--- src/design/als_pkg.sv ---
// Package: shared types and constants for the addressable LED serializer.
`timescale 1ns / 1ps

package als_pkg;

    typedef enum logic [1:0] {
        OP_TICK  = 2'd0,
        OP_WRITE = 2'd1,
        OP_START = 2'd2
    } op_t;

    // Register indexes on the config port (byte address is 4 * index)
    localparam logic [2:0] REG_PERIOD   = 3'd0;
    localparam logic [2:0] REG_ZERO_HI  = 3'd1;
    localparam logic [2:0] REG_ONE_HI   = 3'd2;
    localparam logic [2:0] REG_LED_CNT  = 3'd3;
    localparam logic [2:0] REG_RST_SLOT = 3'd4;

    localparam logic [7:0] PERIOD_RST   = 8'd60;
    localparam logic [7:0] ZERO_HI_RST  = 8'd17;
    localparam logic [7:0] ONE_HI_RST   = 8'd43;
    localparam logic [6:0] LED_CNT_RST  = 7'd7;
    localparam logic [9:0] RST_SLOT_RST = 10'd48;

    localparam int BITS_PER_LED = 24;
    localparam int IN_W         = 32;
    localparam int OUT_W        = 8;

endpackage

--- src/design/addressable_led_serializer.sv ---
// Top level: single-wire addressable LED serializer with colour store and APB registers.
`timescale 1ns / 1ps

// Channel   | Dir | Word
// s_axis    | in  | op, led_index, green, red, blue: one command or clock tick
// m_axis    | out | line_level, busy_res, write_refused; frame_done on tlast
// apb       | in  | period/high-time/led count/latch slot registers
//
// One word accepted per clock unless the result register stalls; each word
// passes the input register, then the result register. Colour store is a
// 24-bit RAM with a registered read port, prefetching the LED of the next slot.
// Reset clears the store's per-entry valid bits at once; no clearing pass.
// A stalled result register holds the input register, which stalls s_tready.

module addressable_led_serializer #(
    parameter int MAX_LEDS = 64
) (
    input  logic                       clk,
    input  logic                       rst_n,
    // op[1:0], led_index[7:2], green[15:8], red[23:16], blue[31:24]
    input  logic [als_pkg::IN_W-1:0]   s_tdata,
    input  logic                       s_tvalid,
    output logic                       s_tready,
    // line_level[0], busy_res[1], write_refused[2], zero[7:3]
    output logic [als_pkg::OUT_W-1:0]  m_tdata,
    output logic                       m_tlast,
    output logic                       m_tvalid,
    input  logic                       m_tready,
    input  logic                       psel,
    input  logic                       penable,
    input  logic                       pwrite,
    input  logic [4:0]                 paddr,
    input  logic [31:0]                pwdata,
    output logic [31:0]                prdata,
    output logic                       pready
);
    import als_pkg::*;

    localparam int AW = (MAX_LEDS > 1) ? $clog2(MAX_LEDS) : 1;
    // LED position keeps counting through the latch slots (up to 1023 / 24 past the data)
    localparam int LW = $clog2(MAX_LEDS + 43);
    localparam int SW = $clog2(MAX_LEDS * BITS_PER_LED + 1024);
    localparam int IW = (LW > 6) ? LW : 6;
    localparam int CW = (LW > 7) ? LW : 7;

    // ---------------- configuration registers ----------------
    logic [7:0] period_reg;
    logic [7:0] zero_hi_reg;
    logic [7:0] one_hi_reg;
    logic [6:0] led_cnt_reg;
    logic [9:0] rst_slot_reg;
    logic       cfg_wr;

    assign pready = 1'b1;
    assign cfg_wr = psel && penable && pwrite && pready;

    always_ff @(posedge clk or negedge rst_n)
    begin
        if (!rst_n)
        begin
            period_reg   <= PERIOD_RST;
            zero_hi_reg  <= ZERO_HI_RST;
            one_hi_reg   <= ONE_HI_RST;
            led_cnt_reg  <= LED_CNT_RST;
            rst_slot_reg <= RST_SLOT_RST;
        end
        else if (cfg_wr)
        begin
            unique case (paddr[4:2])
                REG_PERIOD:   period_reg   <= pwdata[7:0];
                REG_ZERO_HI:  zero_hi_reg  <= pwdata[7:0];
                REG_ONE_HI:   one_hi_reg   <= pwdata[7:0];
                REG_LED_CNT:  led_cnt_reg  <= pwdata[6:0];
                REG_RST_SLOT: rst_slot_reg <= pwdata[9:0];
                default:      ;
            endcase
        end
    end

    always_comb
    begin
        unique case (paddr[4:2])
            REG_PERIOD:   prdata = {24'd0, period_reg};
            REG_ZERO_HI:  prdata = {24'd0, zero_hi_reg};
            REG_ONE_HI:   prdata = {24'd0, one_hi_reg};
            REG_LED_CNT:  prdata = {25'd0, led_cnt_reg};
            REG_RST_SLOT: prdata = {22'd0, rst_slot_reg};
            default:      prdata = 32'd0;
        endcase
    end

    // ---------------- input register ----------------
    logic              in_valid_reg;
    logic [IN_W-1:0]   in_data_reg;
    logic              out_valid_reg;
    logic [OUT_W-1:0]  out_data_reg;
    logic              out_last_reg;
    logic              fire;

    assign fire     = in_valid_reg && (!out_valid_reg || m_tready);
    assign s_tready = !in_valid_reg || fire;

    always_ff @(posedge clk or negedge rst_n)
    begin
        if (!rst_n)
        begin
            in_valid_reg <= 1'b0;
        end
        else if (s_tready)
        begin
            in_valid_reg <= s_tvalid;
        end
    end

    always_ff @(posedge clk)
    begin
        if (s_tready && s_tvalid)
        begin
            in_data_reg <= s_tdata;
        end
    end

    op_t         op;
    logic [5:0]  led_index;
    logic [23:0] wr_word;

    assign op        = op_t'(in_data_reg[1:0]);
    assign led_index = in_data_reg[7:2];
    assign wr_word   = {in_data_reg[15:8], in_data_reg[23:16], in_data_reg[31:24]};

    // ---------------- frame state ----------------
    logic          sending_reg, sending_next;
    logic          pending_reg, pending_next;
    logic          line_reg, line_next;
    logic [SW-1:0] slot_reg, slot_next;
    logic [7:0]    tick_reg, tick_next;
    logic [4:0]    bit_reg, bit_next;
    logic [LW-1:0] led_reg, led_next;
    logic          done;
    logic          refused;
    logic          mem_we;

    logic [23:0]   rd_word_reg;
    logic [CW-1:0] led_cnt_ext;
    logic [LW-1:0] leds_sent;
    logic [SW-1:0] data_slots;
    logic [SW-1:0] total_slots;
    logic [8:0]    period_eff;
    logic [8:0]    tick_inc;
    logic [4:0]    bit_sel;
    logic          cur_bit;
    logic [7:0]    high_ticks;
    logic          in_frame;
    logic          in_data;
    logic [IW-1:0] idx_ext;
    logic          idx_ok;

    assign led_cnt_ext = CW'(led_cnt_reg);
    assign leds_sent   = (led_cnt_ext > CW'(MAX_LEDS)) ? LW'(MAX_LEDS) : LW'(led_cnt_ext);
    assign data_slots  = SW'(leds_sent) * SW'(BITS_PER_LED);
    assign total_slots = data_slots + SW'(rst_slot_reg);
    assign period_eff  = (period_reg == 8'd0) ? 9'd1 : {1'b0, period_reg};
    assign tick_inc    = {1'b0, tick_reg} + 9'd1;
    // MSB first within the 24-bit GRB word
    assign bit_sel     = 5'(BITS_PER_LED - 1) - bit_reg;
    assign cur_bit     = rd_word_reg[bit_sel];
    assign high_ticks  = cur_bit ? one_hi_reg : zero_hi_reg;
    assign in_frame    = slot_reg < total_slots;
    assign in_data     = slot_reg < data_slots;
    assign idx_ext     = IW'(led_index);
    assign idx_ok      = idx_ext < IW'(MAX_LEDS);

    always_comb
    begin
        sending_next = sending_reg;
        pending_next = pending_reg;
        line_next    = line_reg;
        slot_next    = slot_reg;
        tick_next    = tick_reg;
        bit_next     = bit_reg;
        led_next     = led_reg;
        done         = 1'b0;
        refused      = 1'b0;
        mem_we       = 1'b0;
        if (fire)
        begin
            case (op)
                OP_TICK:
                begin
                    if (sending_reg)
                    begin
                        line_next = in_data && (tick_reg < high_ticks);
                        if (in_frame)
                        begin
                            if (tick_inc >= period_eff)
                            begin
                                tick_next = 8'd0;
                                slot_next = slot_reg + SW'(1);
                                // LED/bit position tracks the slot number, so a
                                // led count raised mid-frame lands on the right word
                                if (bit_reg == 5'(BITS_PER_LED - 1))
                                begin
                                    bit_next = 5'd0;
                                    led_next = led_reg + LW'(1);
                                end
                                else
                                begin
                                    bit_next = bit_reg + 5'd1;
                                end
                            end
                            else
                            begin
                                tick_next = tick_inc[7:0];
                            end
                        end
                        if (slot_next >= total_slots)
                        begin
                            // frame over; a queued start goes out at once
                            done         = 1'b1;
                            sending_next = pending_reg;
                            pending_next = 1'b0;
                            line_next    = 1'b0;
                            slot_next    = '0;
                            tick_next    = 8'd0;
                            bit_next     = 5'd0;
                            led_next     = '0;
                        end
                    end
                    else
                    begin
                        line_next = 1'b0;
                    end
                end
                OP_WRITE:
                begin
                    if (sending_reg)
                    begin
                        refused = 1'b1;
                    end
                    else
                    begin
                        mem_we = idx_ok;
                    end
                end
                OP_START:
                begin
                    if (sending_reg)
                    begin
                        pending_next = 1'b1;
                    end
                    else
                    begin
                        sending_next = 1'b1;
                        slot_next    = '0;
                        tick_next    = 8'd0;
                        bit_next     = 5'd0;
                        led_next     = '0;
                    end
                end
                default: ;
            endcase
        end
    end

    always_ff @(posedge clk or negedge rst_n)
    begin
        if (!rst_n)
        begin
            sending_reg <= 1'b0;
            pending_reg <= 1'b0;
            line_reg    <= 1'b0;
            slot_reg    <= '0;
            tick_reg    <= 8'd0;
            bit_reg     <= 5'd0;
            led_reg     <= '0;
        end
        else
        begin
            sending_reg <= sending_next;
            pending_reg <= pending_next;
            line_reg    <= line_next;
            slot_reg    <= slot_next;
            tick_reg    <= tick_next;
            bit_reg     <= bit_next;
            led_reg     <= led_next;
        end
    end

    // ---------------- colour store ----------------
    logic [23:0]   mem [MAX_LEDS];
    logic          valid_reg [MAX_LEDS];
    logic [AW-1:0] waddr;
    logic [AW-1:0] raddr;
    logic          rd_ok;

    assign waddr = idx_ext[AW-1:0];
    assign raddr = led_next[AW-1:0];
    assign rd_ok = led_next < LW'(MAX_LEDS);

    always_ff @(posedge clk or negedge rst_n)
    begin
        if (!rst_n)
        begin
            for (int i = 0; i < MAX_LEDS; i++)
            begin
                valid_reg[i] <= 1'b0;
            end
        end
        else if (mem_we)
        begin
            valid_reg[waddr] <= 1'b1;
        end
    end

    // Writes only land while idle, so the prefetch never needs a bypass
    always_ff @(posedge clk)
    begin
        if (mem_we)
        begin
            mem[waddr] <= wr_word;
        end
        if (rd_ok && valid_reg[raddr])
        begin
            rd_word_reg <= mem[raddr];
        end
        else
        begin
            rd_word_reg <= 24'd0;
        end
    end

    // ---------------- result register ----------------
    always_ff @(posedge clk or negedge rst_n)
    begin
        if (!rst_n)
        begin
            out_valid_reg <= 1'b0;
        end
        else if (fire)
        begin
            out_valid_reg <= 1'b1;
        end
        else if (m_tready)
        begin
            out_valid_reg <= 1'b0;
        end
    end

    always_ff @(posedge clk)
    begin
        if (fire)
        begin
            out_data_reg <= {5'd0, refused, sending_next, line_next};
            out_last_reg <= done;
        end
    end

    assign m_tvalid = out_valid_reg;
    assign m_tdata  = out_data_reg;
    assign m_tlast  = out_last_reg;

    // ---------------- assertions ----------------
    a_done_line_low: assert property (@(posedge clk) disable iff (!rst_n)
        m_tvalid && m_tlast |-> !m_tdata[0])
        else $error("line high on frame end word");

    a_refused_busy: assert property (@(posedge clk) disable iff (!rst_n)
        m_tvalid && m_tdata[2] |-> m_tdata[1])
        else $error("write refused while idle");

    a_idle_line_low: assert property (@(posedge clk) disable iff (!rst_n)
        !sending_reg |-> !line_reg && slot_reg == '0 && tick_reg == 8'd0)
        else $error("idle with live frame state");

    a_pending_busy: assert property (@(posedge clk) disable iff (!rst_n)
        pending_reg |-> sending_reg)
        else $error("start queued while idle");

    a_tick_range: assert property (@(posedge clk) disable iff (!rst_n)
        tick_reg != 8'hFF)
        else $error("tick count overflow");

endmodule
--- config.mk ---
export PLATFORM = sky130hd
export DESIGN_NAME = addressable_led_serializer
export DESIGN_NICKNAME = d
export VERILOG_FILES = /design/src/design/als_pkg.sv /design/src/design/addressable_led_serializer.sv
export SDC_FILE = /design/constraint.sdc
export NUM_CORES = 2
export LEC_CHECK = 0
export BUFFER_PORTS_ARGS = -buffer_cell sky130_fd_sc_hd__buf_2
export CAP_MARGIN = 20
export CORE_ASPECT_RATIO = 0.5
export CORE_MARGIN = 1.5
export CORE_UTILIZATION = 30
export CTS_CLUSTER_SIZE = 24
export DETAILED_ROUTE_END_ITERATION = 7
export PLACE_DENSITY = 0.55
export SLEW_MARGIN = 20
export SYNTH_ARGS = -nofsm -noshare
export SYNTH_HDL_FRONTEND = slang
export SYNTH_SLANG_ARGS = --single-unit
--- constraint.sdc ---
create_clock -name clk -period 11.2 [get_ports clk]
set_input_delay 0.56 -clock clk [delete_from_list [all_inputs] [get_ports clk]]
set_output_delay 0.56 -clock clk [all_outputs]
set_load 0.1 [all_outputs]
==> metrics.txt <==
status complete, no violations; # fillers 22100; startpoint types register; worst IR drop on VDD around 0.17 mV; leak pwr ~28 nW; Finished Cell Area about 82000 um^2; Ports 120; die area around 240000 um^2; PortBufs 67; count of final hold-check violations 0; CTS H-tree depth 4; Post-Layout Cell Count roughly 8200; Worst slew margin roughly 28%; Synth Area in Adders around 1.1%; #FFs+latches synth between 1500 and 2000; remaining global-route overflow 0; hold crit path type primary input to register; Top Usage Layer GRT met2; fmax around 0.093 GHz; cell taking the most area after synthesis edfxtp_1; Power Density ~170 nW/um^2; Min Clock Period, post-route ~11 ns; met2 usage 27.0%; Placement Rows around 130; Die W about 690 um; CP dominant cell by count ha_1; CTS root buf clkbuf_16; met1 Use GR 22.7%; CTS tree built; compound-cell area share of the yosys netlist a little under an eighth; GR Util met3 2.48%; NumNets Final roughly 5100; synthesized area between 70000 and 80000 um^2; Seq/Total Area, Yosys a little over 70%; area of the core about 230000 um^2; Crit path max-delay family simple AND/OR/NAND/NOR gates; setup ws final 0.445 ns; Int Power around 11 mW; total number of vias roughly 44000; Routed Wire Length just over 200000 um; Longest Clk Path Bufs 3; unrepaired setup endpoints after global routing false; largest family of logic cells by synthesized area compound AO/OA/AOI/OAI gates; DP Area approximately 76000 um^2; largest net degree at the start of global routing 141; Via density ~5.3; crit end category register; clock network power share 42.0%; share of cells above drive strength 1 about 15%; final core utilization 35.1%; CTS Buf Count 171; Crit path buffers/inverters 2; Cells after Synth 4846; max reg flops between 1500 and 2000; post-synthesis xor/xnor area fraction less than 1%; area delta synth->final 15.8%; Reg power frac between 50% and 60%; DP Worst Slack 0.607 ns; setup TNS 0 ns; DP Cell Count 7871; global-route wire length before repair 295000 um; vias in the first global route 43400; Slowest-stage cell, CP dfrtp_1; ANT nets after route 0; Final Skew roughly 0.031 ns; Tot GR Track Use between 10% and 20%; main area contributors after synthesis edfxtp_1 (67%), dfrtp_1 (4.5%), nand2_1 (3.2%), mux2i_1 (2.5%), a211oi_1 (2.4%); GP Congestion 0.850; later-pin clock latency in the skew report 0.82 ns; WS Path Type register to register; leading cell type in the layout, fill and taps excluded edfxtp_1; fin crit share 96.0%; WL/cell approximately 25 um; DP HPWL roughly 110000 um; Top FF cell, synth edfxtp_1; CP max FO 53; Initial Util 30.3%; syn avg cell area between 10 and 15 um^2; most frequent cells in the layout edfxtp_1 (1572), nand2_1 (597), and3_1 (231); top cell type's share of synthesized area ~67%; Die Span Y roughly 350 um; clock sink count roughly 1700; EDFF count, synth about 1600; Final Slew Violations 0; critical path arrival approximately 11 ns; post-synthesis cell type count between 80 and 90; synth warn 0; mux contribution to synthesized area approximately 3.3%; max cap viols 0; simple-gate share of the synthesized area under 10%; DRC 0; initial antenna violation count 5; Crit path required time between 10 and 15 ns; R2R setup slack 0.45 ns; sw frac about 22%; ys async rst share under 10%; Setup Viol. Count Final 0; Worst Tran Pin Value 1.08 ns; Switch Pwr just over 3 mW; max incr delay on CP around 0.51 ns; DR pass1 iterations 5; Clock transition at path regs about 0.06 ns; drt initial violations 4689; Logic pwr share ~6%
## Yosys cell counts, drive strengths merged (38+ instances only)
| cell type | instances |
|---|---|
| edfxtp | 1572 |
| a31oi | 79 |
| a2111oi | 100 |
| a32oi | 49 |
| o21ai | 49 |
| dfrtp | 127 |
| nand2 | 598 |
| buf | 136 |
| or2 | 70 |
| ha | 60 |
| nor2 | 115 |
| nand3 | 125 |
| a211oi | 228 |
| and3 | 233 |
| clkbuf | 244 |
| a221oi | 80 |
| mux2 | 38 |
| nor3 | 39 |
| inv | 40 |
| o211ai | 80 |
| mux2i | 177 |
| a21oi | 151 |
| a22oi | 146 |
## worst register-to-register path: cells and delay by family (launching register included)
family | cells | cell delay, ns
AO/OA/AOI/OAI | 13 | 3.57
XOR/XNOR | 3 | 0.58
adder cells (fa/ha/maj) | 5 | 1.59
buffers and inverters | 2 | 0.72
flip-flops | 1 | 0.51
AND/OR/NAND/NOR | 12 | 3.67
## area by class of cell
type | instances | area [um^2] | share of cell area, %
well taps | 3111 | 3890 | 4.75
clock inverters | 89 | 880 | 1.07
flip-flops and latches | 1738 | 51300 | 62.6
multi-input cells | 2712 | 18100 | 22.1
diodes | 2 | 5.00 | 0.00611
repair buffers | 308 | 2780 | 3.39
clock buffers | 228 | 4800 | 5.86
inverters | 42 | 186 | 0.228
## timing repair
item / in CTS / in global routing
setup endpoints to repair: 0 / 7
buffers inserted: 0 / 0
hold buffers: 38 / 0
hold endpoints to repair: 91 / 0
gates resized for setup: 0 / 1
## routing by layer
metal / vias up / part of all wire (%)
li1: 19300 / -
met1: 22700 / 43
met2: 1616 / 47
met3: 294 / 6.7
met4: 0 / 2.9
met5: - / 0
## cells by family after synthesis
group / after synthesis
flops: 1738
simple gates: 1295
compound gates: 1074
buf+inv: 422
mux: 222
fa+ha+maj: 63
xor+xnor: 30
other cells: 2
## power groups by stage
stage          Clock [mW]  Sequential [mW]  Combinational (mW)
5_1_grt              6.17             7.24               0.920
6_report             5.84             7.23               0.840
4_1_cts              5.94             7.23               0.836
2_1_floorplan           0             7.38               0.533
3_3_place_gp            0             7.36               0.807
3_5_place_dp            0             7.37               0.821
## worst paths after layout
kind | cells after the start | end | start
max | 35 | rd_word_reg[8] | led_cnt_ext[6]
min | 3 | rst_slot_reg[1] | pwdata[1]
max reg2reg | 35 | rd_word_reg[8] | led_cnt_ext[6]
min reg2reg | 1 | valid_reg[7] | valid_reg[7]
max in group asynchronous | 3 | valid_reg[46] | rst_n
min in group asynchronous | 2 | in_valid_reg | rst_n
## stage by stage
stage	total power [mW]	hold WS (ns)
6_report	13.9	0.0741
5_1_grt	14.3	0.0502
4_1_cts	14.0	0.00391
3_5_place_dp	8.19	0.444
3_3_place_gp	8.17	0.443
2_1_floorplan	7.92	0.264
No activity file was read; power rests on OpenSTA's default activity.
